**config.mk**
```make
export PLATFORM = sky130hd
export DESIGN_NAME = escape_time_fractal_pixel_flat
export DESIGN_NICKNAME = d
export VERILOG_FILES = /design/src/sv/etfp_pkg.sv /design/src/sv/etfp_ifs.sv /design/src/sv/escape_time_fractal_pixel.sv /design/src/flat_wrapper.sv
export SDC_FILE = /design/constraint.sdc
export NUM_CORES = 2
export LEC_CHECK = 0
export ABC_AREA = 1
export BUFFER_PORTS_ARGS = -buffer_cell sky130_fd_sc_hd__buf_2
export CORE_ASPECT_RATIO = 0.7
export CORE_MARGIN = 3
export CORE_UTILIZATION = 53
export CTS_CLUSTER_DIAMETER = 200
export CTS_CLUSTER_SIZE = 16
export DETAILED_ROUTE_END_ITERATION = 12
export PLACE_DENSITY = 0.71
export SYNTH_ARGS = -nofsm -noshare
export SYNTH_HDL_FRONTEND = slang
export SYNTH_SLANG_ARGS = --single-unit
```
**constraint.sdc**
```tcl
create_clock -name clk -period 9.48 [get_ports clk]
set_clock_uncertainty 0.1 [all_clocks]
set_input_delay 1.896 -clock clk [delete_from_list [all_inputs] [get_ports clk]]
set_output_delay 1.896 -clock clk [all_outputs]
set_load 0.05 [all_outputs]
```
**src/sv/etfp_pkg.sv**
```systemverilog
// Shared types and constants for the escape-time fractal pixel evaluator.
// Used by the channel interfaces file and the top level; depends on nothing.
package etfp_pkg;

    // Configuration register indexes
    typedef enum logic [2:0] {
        REG_CENTER_RE   = 3'd0,
        REG_CENTER_IM   = 3'd1,
        REG_STEP_RE     = 3'd2,
        REG_STEP_IM     = 3'd3,
        REG_HALF_WIDTH  = 3'd4,
        REG_HALF_HEIGHT = 3'd5,
        REG_MAX_ITER    = 3'd6
    } cfg_index_t;

    localparam int CFG_INDEX_W = 3;
    localparam int CFG_DATA_W  = 32;
    localparam int WORD_W      = 32;
    localparam int STEP_W      = 31;
    localparam int HALF_W      = 12;
    localparam int ITER_W      = 10;
    localparam int PROD_W      = 64;

    // Register reset values
    localparam logic [WORD_W-1:0] CENTER_RE_RST   = 32'hF400_0000;
    localparam logic [WORD_W-1:0] CENTER_IM_RST   = 32'h0800_0000;
    localparam logic [STEP_W-1:0] STEP_RE_RST     = 31'd419430;
    localparam logic [STEP_W-1:0] STEP_IM_RST     = 31'd497102;
    localparam logic [HALF_W-1:0] HALF_WIDTH_RST  = 12'd960;
    localparam logic [HALF_W-1:0] HALF_HEIGHT_RST = 12'd540;
    localparam logic [ITER_W-1:0] MAX_ITER_RST    = 10'd128;

    // Sequencer states, one-hot
    typedef enum logic [8:0] {
        S_IDLE = 9'b0_0000_0001,
        S_CRE  = 9'b0_0000_0010,
        S_CIM  = 9'b0_0000_0100,
        S_CADD = 9'b0_0000_1000,
        S_NEW  = 9'b0_0001_0000,
        S_SQRE = 9'b0_0010_0000,
        S_SQIM = 9'b0_0100_0000,
        S_MAG  = 9'b0_1000_0000,
        S_DONE = 9'b1_0000_0000
    } state_t;

    // True when a 64-bit value lies in the signed 32-bit range
    function automatic logic fits_word(input logic [PROD_W-1:0] v);
        return (v[PROD_W-1:WORD_W-1] == '0) || (v[PROD_W-1:WORD_W-1] == '1);
    endfunction

endpackage

```
**src/sv/etfp_ifs.sv**
```systemverilog
// Valid/ready channel interfaces for pixel coordinates and iteration results.
// Depends on etfp_pkg for field widths.
interface etfp_pixel_if #(
    parameter int COORD_W = 12
);
    logic               valid;
    logic               ready;
    logic [COORD_W-1:0] pixel_x;
    logic [COORD_W-1:0] pixel_y;

    modport source (output valid, output pixel_x, output pixel_y, input ready);
    modport sink   (input valid, input pixel_x, input pixel_y, output ready);
endinterface

interface etfp_result_if;
    logic                         valid;
    logic                         ready;
    logic [etfp_pkg::ITER_W-1:0]  iteration_count;
    logic                         inside_res;

    modport source (output valid, output iteration_count, output inside_res, input ready);
    modport sink   (input valid, input iteration_count, input inside_res, output ready);
endinterface

```
**src/sv/escape_time_fractal_pixel.sv**
```systemverilog
// Escape-time fractal pixel evaluator: one shared 32x32 multiplier under a sequencer.
// Depends on etfp_pkg and the channel interfaces in etfp_ifs.sv.
//
//  channel | dir | beat payload                     | handshake
//  --------+-----+----------------------------------+------------------
//  pix     | in  | pixel_x, pixel_y                 | valid / ready
//  res     | out | iteration_count, inside_res      | valid / ready
//  cfg     | in  | cfg_index, cfg_data              | cfg_we, no wait
//
// A pixel forms c in S_CRE, S_CIM and S_CADD, then each iteration runs S_NEW,
// S_SQRE, S_SQIM and S_MAG: the single multiplier forms re*im, re*re and im*im in
// turn, each product registered. At most max_iter iterations are run per pixel.
// Reset clears the sequencer and output valid and loads the register defaults.
// A finished result waits in the output register; the next pixel is taken
// meanwhile, and the sequencer holds its result only if that register is full.
module escape_time_fractal_pixel #(
    parameter int FRACTION_BITS    = 28,
    parameter int PIXEL_COORD_BITS = 12
) (
    input  logic                              clk,
    input  logic                              rst_n,
    input  logic                              cfg_we,
    input  logic [etfp_pkg::CFG_INDEX_W-1:0]  cfg_index,
    input  logic [etfp_pkg::CFG_DATA_W-1:0]   cfg_data,
    etfp_pixel_if.sink                        pix,
    etfp_result_if.source                     res
);

    localparam int WORD_W = etfp_pkg::WORD_W;
    localparam int PROD_W = etfp_pkg::PROD_W;
    localparam int ITER_W = etfp_pkg::ITER_W;
    localparam int HALF_W = etfp_pkg::HALF_W;
    localparam int STEP_W = etfp_pkg::STEP_W;
    // Pixel offset from center, signed
    localparam int DIFF_W = ((PIXEL_COORD_BITS > HALF_W) ? PIXEL_COORD_BITS : HALF_W) + 1;
    // Point c: center plus offset times step
    localparam int C_W    = DIFF_W + STEP_W + 2;
    // New z before the range check
    localparam int N_W    = C_W + 2;
    localparam logic signed [PROD_W-1:0] BOUND = 64'sd4 <<< FRACTION_BITS;

    // Configuration registers
    logic [WORD_W-1:0] center_re_reg, center_im_reg;
    logic [STEP_W-1:0] step_re_reg, step_im_reg;
    logic [HALF_W-1:0] half_width_reg, half_height_reg;
    logic [ITER_W-1:0] max_iter_reg;

    // Sequencer and datapath
    etfp_pkg::state_t state_reg, state_next;
    logic [PIXEL_COORD_BITS-1:0] px_reg, py_reg;
    logic signed [PROD_W-1:0]    p_reg;
    logic signed [C_W-1:0]       c_re_reg, c_re_next;
    logic signed [C_W-1:0]       c_im_reg, c_im_next;
    logic signed [WORD_W-1:0]    re_reg, re_next, im_reg, im_next;
    logic signed [WORD_W-1:0]    rr_reg, rr_next, ii_reg, ii_next;
    logic [ITER_W-1:0]           iter_reg, iter_next;
    logic [ITER_W-1:0]           cnt_reg, cnt_next;
    logic                        inside_reg, inside_next;

    // Output register
    logic              out_valid_reg, out_valid_next;
    logic [ITER_W-1:0] out_count_reg;
    logic              out_inside_reg;
    logic              out_load;

    logic signed [WORD_W-1:0] op_a, op_b;
    logic signed [DIFF_W-1:0] diff_x, diff_y;
    logic signed [PROD_W-1:0] sq_shift, ri_shift;
    logic signed [N_W-1:0]    nre, nim;
    logic signed [WORD_W:0]   mag;
    logic [ITER_W:0]          iter_inc;

    // Write configuration registers; unknown indexes are dropped
    always_ff @(posedge clk or negedge rst_n)
    begin
        if (!rst_n)
        begin
            center_re_reg   <= etfp_pkg::CENTER_RE_RST;
            center_im_reg   <= etfp_pkg::CENTER_IM_RST;
            step_re_reg     <= etfp_pkg::STEP_RE_RST;
            step_im_reg     <= etfp_pkg::STEP_IM_RST;
            half_width_reg  <= etfp_pkg::HALF_WIDTH_RST;
            half_height_reg <= etfp_pkg::HALF_HEIGHT_RST;
            max_iter_reg    <= etfp_pkg::MAX_ITER_RST;
        end
        else if (cfg_we)
        begin
            unique case (cfg_index)
                etfp_pkg::REG_CENTER_RE:   center_re_reg   <= cfg_data;
                etfp_pkg::REG_CENTER_IM:   center_im_reg   <= cfg_data;
                etfp_pkg::REG_STEP_RE:     step_re_reg     <= cfg_data[STEP_W-1:0];
                etfp_pkg::REG_STEP_IM:     step_im_reg     <= cfg_data[STEP_W-1:0];
                etfp_pkg::REG_HALF_WIDTH:  half_width_reg  <= cfg_data[HALF_W-1:0];
                etfp_pkg::REG_HALF_HEIGHT: half_height_reg <= cfg_data[HALF_W-1:0];
                etfp_pkg::REG_MAX_ITER:    max_iter_reg    <= cfg_data[ITER_W-1:0];
                default: ;
            endcase
        end
    end

    // Pixel offsets from the view center
    assign diff_x = DIFF_W'($signed({1'b0, px_reg})) - DIFF_W'($signed({1'b0, half_width_reg}));
    assign diff_y = DIFF_W'($signed({1'b0, py_reg})) - DIFF_W'($signed({1'b0, half_height_reg}));

    // Select multiplier operands by state
    always_comb
    begin
        unique case (state_reg)
            etfp_pkg::S_CRE:
            begin
                op_a = WORD_W'(diff_x);
                op_b = $signed({1'b0, step_re_reg});
            end
            etfp_pkg::S_CIM:
            begin
                op_a = WORD_W'(diff_y);
                op_b = $signed({1'b0, step_im_reg});
            end
            etfp_pkg::S_SQRE:
            begin
                op_a = re_reg;
                op_b = re_reg;
            end
            etfp_pkg::S_SQIM:
            begin
                op_a = im_reg;
                op_b = im_reg;
            end
            default:
            begin
                op_a = re_reg;
                op_b = im_reg;
            end
        endcase
    end

    // Shared multiplier, registered product
    always_ff @(posedge clk)
    begin
        p_reg <= op_a * op_b;
    end

    // Truncate products and form the next z and magnitude
    assign sq_shift = p_reg >>> FRACTION_BITS;
    assign ri_shift = p_reg >>> (FRACTION_BITS - 1);
    assign nre      = N_W'(rr_reg) - N_W'(ii_reg) + N_W'(c_re_reg);
    assign nim      = N_W'($signed(ri_shift[WORD_W-1:0])) + N_W'(c_im_reg);
    assign mag      = (WORD_W+1)'(rr_reg) + (WORD_W+1)'(sq_shift[WORD_W-1:0]);
    assign iter_inc = {1'b0, iter_reg} + (ITER_W+1)'(1);

    assign out_load = (state_reg == etfp_pkg::S_DONE) && (!out_valid_reg || res.ready);

    // Sequence one pixel through c and the iterations
    always_comb
    begin
        state_next  = state_reg;
        c_re_next   = c_re_reg;
        c_im_next   = c_im_reg;
        re_next     = re_reg;
        im_next     = im_reg;
        rr_next     = rr_reg;
        ii_next     = ii_reg;
        iter_next   = iter_reg;
        cnt_next    = cnt_reg;
        inside_next = inside_reg;
        unique case (state_reg)
            etfp_pkg::S_IDLE:
            begin
                if (pix.valid)
                begin
                    state_next = etfp_pkg::S_CRE;
                end
            end
            etfp_pkg::S_CRE:
            begin
                state_next = etfp_pkg::S_CIM;
            end
            etfp_pkg::S_CIM:
            begin
                c_re_next  = C_W'($signed(center_re_reg)) + p_reg[C_W-1:0];
                re_next    = '0;
                im_next    = '0;
                rr_next    = '0;
                ii_next    = '0;
                iter_next  = '0;
                state_next = etfp_pkg::S_CADD;
            end
            etfp_pkg::S_CADD:
            begin
                c_im_next = C_W'($signed(center_im_reg)) + p_reg[C_W-1:0];
                if (max_iter_reg == '0)
                begin
                    cnt_next    = '0;
                    inside_next = 1'b1;
                    state_next  = etfp_pkg::S_DONE;
                end
                else
                begin
                    state_next = etfp_pkg::S_NEW;
                end
            end
            etfp_pkg::S_NEW:
            begin
                // p_reg holds re*im of the current z
                if (!etfp_pkg::fits_word(ri_shift) ||
                    !etfp_pkg::fits_word(PROD_W'(nre)) ||
                    !etfp_pkg::fits_word(PROD_W'(nim)))
                begin
                    cnt_next    = iter_reg;
                    inside_next = 1'b0;
                    state_next  = etfp_pkg::S_DONE;
                end
                else
                begin
                    re_next    = nre[WORD_W-1:0];
                    im_next    = nim[WORD_W-1:0];
                    state_next = etfp_pkg::S_SQRE;
                end
            end
            etfp_pkg::S_SQRE:
            begin
                state_next = etfp_pkg::S_SQIM;
            end
            etfp_pkg::S_SQIM:
            begin
                // p_reg holds re*re; the next cycle finishes the magnitude
                rr_next = sq_shift[WORD_W-1:0];
                if (!etfp_pkg::fits_word(sq_shift))
                begin
                    cnt_next    = iter_reg;
                    inside_next = 1'b0;
                    state_next  = etfp_pkg::S_DONE;
                end
                else
                begin
                    state_next = etfp_pkg::S_MAG;
                end
            end
            etfp_pkg::S_MAG:
            begin
                // p_reg holds im*im; the multiplier starts re*im meanwhile
                ii_next = sq_shift[WORD_W-1:0];
                if (!etfp_pkg::fits_word(sq_shift) ||
                    (mag[WORD_W] != mag[WORD_W-1]) ||
                    (PROD_W'(mag) > BOUND))
                begin
                    cnt_next    = iter_reg;
                    inside_next = 1'b0;
                    state_next  = etfp_pkg::S_DONE;
                end
                else if (iter_inc == {1'b0, max_iter_reg})
                begin
                    cnt_next    = max_iter_reg;
                    inside_next = 1'b1;
                    state_next  = etfp_pkg::S_DONE;
                end
                else
                begin
                    iter_next  = iter_inc[ITER_W-1:0];
                    state_next = etfp_pkg::S_NEW;
                end
            end
            etfp_pkg::S_DONE:
            begin
                if (out_load)
                begin
                    state_next = etfp_pkg::S_IDLE;
                end
            end
            default:
            begin
                state_next = etfp_pkg::S_IDLE;
            end
        endcase
    end

    // Advance the sequencer
    always_ff @(posedge clk or negedge rst_n)
    begin
        if (!rst_n)
        begin
            state_reg <= etfp_pkg::S_IDLE;
        end
        else
        begin
            state_reg <= state_next;
        end
    end

    // Hold datapath values
    always_ff @(posedge clk)
    begin
        if ((state_reg == etfp_pkg::S_IDLE) && pix.valid)
        begin
            px_reg <= pix.pixel_x;
            py_reg <= pix.pixel_y;
        end
        c_re_reg   <= c_re_next;
        c_im_reg   <= c_im_next;
        re_reg     <= re_next;
        im_reg     <= im_next;
        rr_reg     <= rr_next;
        ii_reg     <= ii_next;
        iter_reg   <= iter_next;
        cnt_reg    <= cnt_next;
        inside_reg <= inside_next;
    end

    // Result beat register
    assign out_valid_next = (out_valid_reg && !res.ready) || out_load;

    always_ff @(posedge clk or negedge rst_n)
    begin
        if (!rst_n)
        begin
            out_valid_reg <= 1'b0;
        end
        else
        begin
            out_valid_reg <= out_valid_next;
        end
    end

    always_ff @(posedge clk)
    begin
        if (out_load)
        begin
            out_count_reg  <= cnt_reg;
            out_inside_reg <= inside_reg;
        end
    end

    assign pix.ready           = (state_reg == etfp_pkg::S_IDLE);
    assign res.valid           = out_valid_reg;
    assign res.iteration_count = out_count_reg;
    assign res.inside_res      = out_inside_reg;

endmodule
```
**src/flat_wrapper.sv**
```systemverilog
// flat-port wrapper written by rule: the top's interface ports become plain ports
module escape_time_fractal_pixel_flat 
#(
    parameter int FRACTION_BITS    = 28,
    parameter int PIXEL_COORD_BITS = 12
)
  (clk, rst_n, cfg_we, cfg_index, cfg_data, pix_valid, pix_pixel_x, pix_pixel_y, pix_ready, res_valid, res_iteration_count, res_inside_res, res_ready);
  etfp_pixel_if pix_i ();
  etfp_result_if res_i ();
  input  logic clk;
  input  logic rst_n;
  input  logic cfg_we;
  input  logic [etfp_pkg::CFG_INDEX_W-1:0] cfg_index;
  input  logic [etfp_pkg::CFG_DATA_W-1:0] cfg_data;
  input wire logic [$bits(pix_i.valid)-1:0] pix_valid;
  input wire logic [$bits(pix_i.pixel_x)-1:0] pix_pixel_x;
  input wire logic [$bits(pix_i.pixel_y)-1:0] pix_pixel_y;
  output wire logic [$bits(pix_i.ready)-1:0] pix_ready;
  output wire logic [$bits(res_i.valid)-1:0] res_valid;
  output wire logic [$bits(res_i.iteration_count)-1:0] res_iteration_count;
  output wire logic [$bits(res_i.inside_res)-1:0] res_inside_res;
  input wire logic [$bits(res_i.ready)-1:0] res_ready;
  assign pix_i.valid = pix_valid;
  assign pix_i.pixel_x = pix_pixel_x;
  assign pix_i.pixel_y = pix_pixel_y;
  assign pix_ready = pix_i.ready;
  assign res_valid = res_i.valid;
  assign res_iteration_count = res_i.iteration_count;
  assign res_inside_res = res_i.inside_res;
  assign res_i.ready = res_ready;
  escape_time_fractal_pixel #(.FRACTION_BITS(FRACTION_BITS), .PIXEL_COORD_BITS(PIXEL_COORD_BITS)) u_core (.clk(clk), .rst_n(rst_n), .cfg_we(cfg_we), .cfg_index(cfg_index), .cfg_data(cfg_data), .pix(pix_i), .res(res_i));
endmodule
```
==> flow_metrics.py <==
metrics = {
    "critical_path": {
        "reg2reg_setup_slack_ns": 0.02,
        "timing.critical_path.required_ns": 9.87,
        "cp-startpoint": "u_core.state_reg[4]",
        "critical_path.slowest_cell": "sky130_fd_sc_hd__fa_1",
        "path_common_cell": "sky130_fd_sc_hd__fa_1",
        "critPathMaxFanout": 37,
        "critical_path.startpoint_type": "flip-flop",
        "crit_family": "adder cells",
        "critPathMaxStageDelay_ns": 0.84,
        "worst-path-stages": 32,
        "worstReg2RegStart": "u_core.state_reg[4]",
        "criticalPathCategory": "flip-flop to flip-flop",
        "critical_path_arrival_ns": 9.85,
        "crit_buf_inv": 10,
        "endpoint_kind": "flip-flop",
        "worst_r2r_path_depth": 32,
    },
    "route": {
        "drt_first_iter_violations": 10100,
        "finalWirelength_um": 306000,
        "detail_route.wl_per_cell_um": 26.4,
        "postRouteAntennaNets": 0,
        "first_pass_iters": 7,
        "remaining_design_rule_violation_count": 0,
        "dr_total_vias": 68000,
        "via_per_inst": 5.86,
    },
    "global_routing": {
        "met3_usage_pct": 21.6,
        "peak_usage_layer_in_the_global_routing_report": "met1",
        "antenna_violations_before_repair": 13,
        "pin_count_of_the_biggest_net_entering_global_routing": 65,
        "grt_pass1_wl_um": 440000,
        "grt.met1_usage_pct": 65.7,
        "global_route.usage.met2_pct": 49.2,
        "track_usage_pct": 41.7,
        "grt_pass1_vias": 64200,
        "grt.overflow.total": 0,
    },
    "yosys": {
        "synth_cells": 9474,
        "synth.area.top_cells": "sky130_fd_sc_hd__fa_1 (30%), sky130_fd_sc_hd__edfxtp_1 (11%), sky130_fd_sc_hd__inv_1 (11%), sky130_fd_sc_hd__nand2_1 (9.9%), sky130_fd_sc_hd__ha_1 (7.1%)",
        "yosysSeqAreaShare_pct": 18.6,
        "net_count_of_the_mapped_netlist": 11100,
        "async_flop_share_pct": 33.3,
        "synth_area_per_cell_um2": 7.87,
        "netlist_area_before_placement_um2": 74500,
        "synth_cell_types": 75,
        "yosys.area.top_type_share_pct": 30.5,
        "synth.largest_area_cell": "sky130_fd_sc_hd__fa_1",
        "synth-edff-count": 276,
        "postSynthRegisterBits": 510,
        "synth_flop_cell": "sky130_fd_sc_hd__edfxtp_1",
        "ys_warn_count": 0,
    },
    "clocking": {
        "ctsRootBufferMaster": "sky130_fd_sc_hd__clkbuf_16",
        "clkTransAtPathRegs_ns": 0.08,
        "clock_buffers_created_by_tritoncts": 37,
        "cts_tree": "done",
        "cts_num_sinks": 510,
        "clkLatencyLatePin_ns": 0.63,
        "cts-root-to-sink-buffers": 3,
        "htreeDepth": 2,
    },
    "worst_hold_path": {
        "whs_path_depth": 0,
        "timing.hold.worst.start": "u_core.cnt_reg[9]",
        "min_path_type": "flip-flop to flip-flop",
    },
    "floorplan": {
        "initial_core_util_pct": 53.7,
        "chipHeight_um": 320,
        "fp.dieW_um": 454,
        "die_area_um2": 145000,
        "ios": 77,
        "std_cell_rows": 114,
        "core_area_um2": 139000,
    },
    "timing": {
        "setup_violations": 0,
        "timing.final.crit_period_ns": 9.46,
        "timing_hold_violations_final": 0,
        "final.period_utilization_pct": 99.8,
        "max_slew.worst_pin.slew_ns": 1.29,
        "maxSlewHeadroom_pct": 14.1,
        "fmaxAchievable_ghz": 0.106,
        "unrepaired_setup_endpoints_after_global_routing": "yes",
        "timing.final.ws_setup_ns": 0.0157,
        "final_max_slew_viol_count": 0,
    },
    "finish": {
        "final_layout_size_suffix_gt1_share_pct": 8.65,
        "fillerInstances": 12700,
        "design_area_um2": 81200,
        "area.growth.synth_to_final_pct": 8.97,
        "layout.nets": 11300,
        "final-instance-count-excl-fill": 11600,
        "largest_reg_flops": 64,
    },
    "placed_design": {
        "place_hpwl_um": 259000,
        "post_dp_cell_area_um2": 79000,
        "gpl.final_weighted_congestion": 1.09,
        "total_placed_cells_including_tap_cells": 11500,
        "pre_cts_slack_ns": 0.0227,
        "buffer_ports.inserted": 76,
    },
    "run_status": {
        "run_status": "finished, final reports clean",
    },
    "job": {
        "maxCapViolCount": 0,
    },
}
[final timing paths]
path                                                  to
min in group asynchronous       u_core.half_width_reg[3]
min reg2reg                u_core.res.iteration_count[9]
max reg2reg                             u_core.p_reg[52]
max in group asynchronous       u_core.center_im_reg[28]
max                                     u_core.p_reg[52]
min                        u_core.res.iteration_count[9]
[metrics by stage]
stage	utilization, %	hold WS, ns	setup TNS [ns]
after floorplan	-	0.300	0
after global placement	56.9	0.303	0
after detailed placement	56.9	0.305	0
after CTS	57.7	0.322	0
after global routing	58.5	0.329	-1.06
final	58.5	0.322	0
[cells in the mapped netlist (11+ instances only)]
cell                          n
sky130_fd_sc_hd__a21oi_1    430
sky130_fd_sc_hd__nor2_1     848
sky130_fd_sc_hd__o21a_1      38
sky130_fd_sc_hd__inv_2       38
sky130_fd_sc_hd__nand2_1   1970
sky130_fd_sc_hd__dfrtp_1    132
sky130_fd_sc_hd__nor4_1      16
sky130_fd_sc_hd__o211ai_1    13
sky130_fd_sc_hd__buf_4       19
sky130_fd_sc_hd__xor2_1     112
sky130_fd_sc_hd__o21ai_0    330
sky130_fd_sc_hd__buf_2      177
sky130_fd_sc_hd__nor3_1      46
sky130_fd_sc_hd__dfstp_2     38
sky130_fd_sc_hd__o21bai_1    32
sky130_fd_sc_hd__buf_1       11
sky130_fd_sc_hd__or2_2       28
sky130_fd_sc_hd__xnor2_1     79
sky130_fd_sc_hd__edfxtp_1   276
sky130_fd_sc_hd__nand3_1    630
sky130_fd_sc_hd__dfxtp_1     64
sky130_fd_sc_hd__a31oi_1     53
sky130_fd_sc_hd__ha_1       425
sky130_fd_sc_hd__fa_1      1134
sky130_fd_sc_hd__o21ai_1     11
sky130_fd_sc_hd__inv_1     2174
sky130_fd_sc_hd__nand4_1    106
sky130_fd_sc_hd__nor2_2      19
sky130_fd_sc_hd__a21o_1      12
sky130_fd_sc_hd__clkbuf_1    66
[per-layer routing]
| metal | up-vias | share of wire (%) |
|---|---|---|
| met3 | 436 | 19 |
| li1 | 29400 | - |
| met4 | 22 | 2.4 |
| met5 | - | 0.16 |
| met1 | 33300 | 44 |
| met2 | 4812 | 35 |
[cells by family after synthesis]
logic type	count (synthesis)	share of synthesized area, %
xor gates and xnor gates	191	2.24
AOI/OAI and AO/OA	997	7.62
buffers and inverters	2494	13.0
adders and majority gates	1559	37.6
and+or+nand+nor	3723	20.9
DFF	510	18.6
[repair_timing]
item | in CTS | in global routing
endpoints found under the setup margin | 2 | 29
pin swaps | 0 | 42
hold buffers | 0 | 0
setup buffers | 0 | 31
resized for setup | 2 | 216
gates cloned | 0 | 3
[cell type report]
class / count / area (um^2) / share of cell area (%)
Multi-Input combinational cell: 6470 / 51700 / 63.6
Antenna cell: 7 / 17.5 / 0.0216
Tap cell: 1856 / 2320 / 2.86
Clock buffer: 65 / 1040 / 1.28
Clock inverter: 3 / 41.3 / 0.0508
Inverter: 2214 / 8380 / 10.3
Sequential cell: 510 / 13900 / 17.1
Timing Repair Buffer: 472 / 3880 / 4.78
[cell usage in the layout (no fill, tap or decap), drive strengths merged, types with 3 or more instances in the layout]
cell type	synthesis	final
dfrtp	132	132
inv	2213	2202
nand4	117	117
nand2	1980	1980
o2111ai	16	16
xnor2	79	79
buf	214	469
diode	0	7
nor3	50	50
o31ai	4	4
and3	8	8
ha	425	425
a211oi	6	6
o221ai	5	5
dfxtp	64	64
nor4	16	16
o311ai	5	5
and2	8	8
clkinvlp	0	9
fa	1134	1134
clkinv	1	6
clkbuf	66	68
or2	34	34
o21a	38	38
o21ai	345	345
dfstp	38	38
a22o	8	8
a21oi	436	436
a31oi	53	53
xor2	112	112
o21bai	32	32
a21o	12	12
a221oi	3	3
edfxtp	276	276
o22ai	5	5
nand3b	5	5
o211ai	14	14
a21boi	8	8
nand3	632	632
nor2	872	872
[worst register-to-register path: cells and delay by family, from the launching register on]
| kind | cells | cell delay (ns) |
|---|---|---|
| adder cells (fa/ha/maj) | 9 | 4.75 |
| AND/OR/NAND/NOR | 8 | 1.47 |
| buffers and inverters | 10 | 1.34 |
| AO/OA/AOI/OAI | 4 | 1.12 |
| flip-flops | 1 | 0.42 |
| XOR/XNOR | 1 | 0.14 |
Power is not shown: default switching activity piles up to over one toggle a cycle in this logic, so the estimate is an artifact.
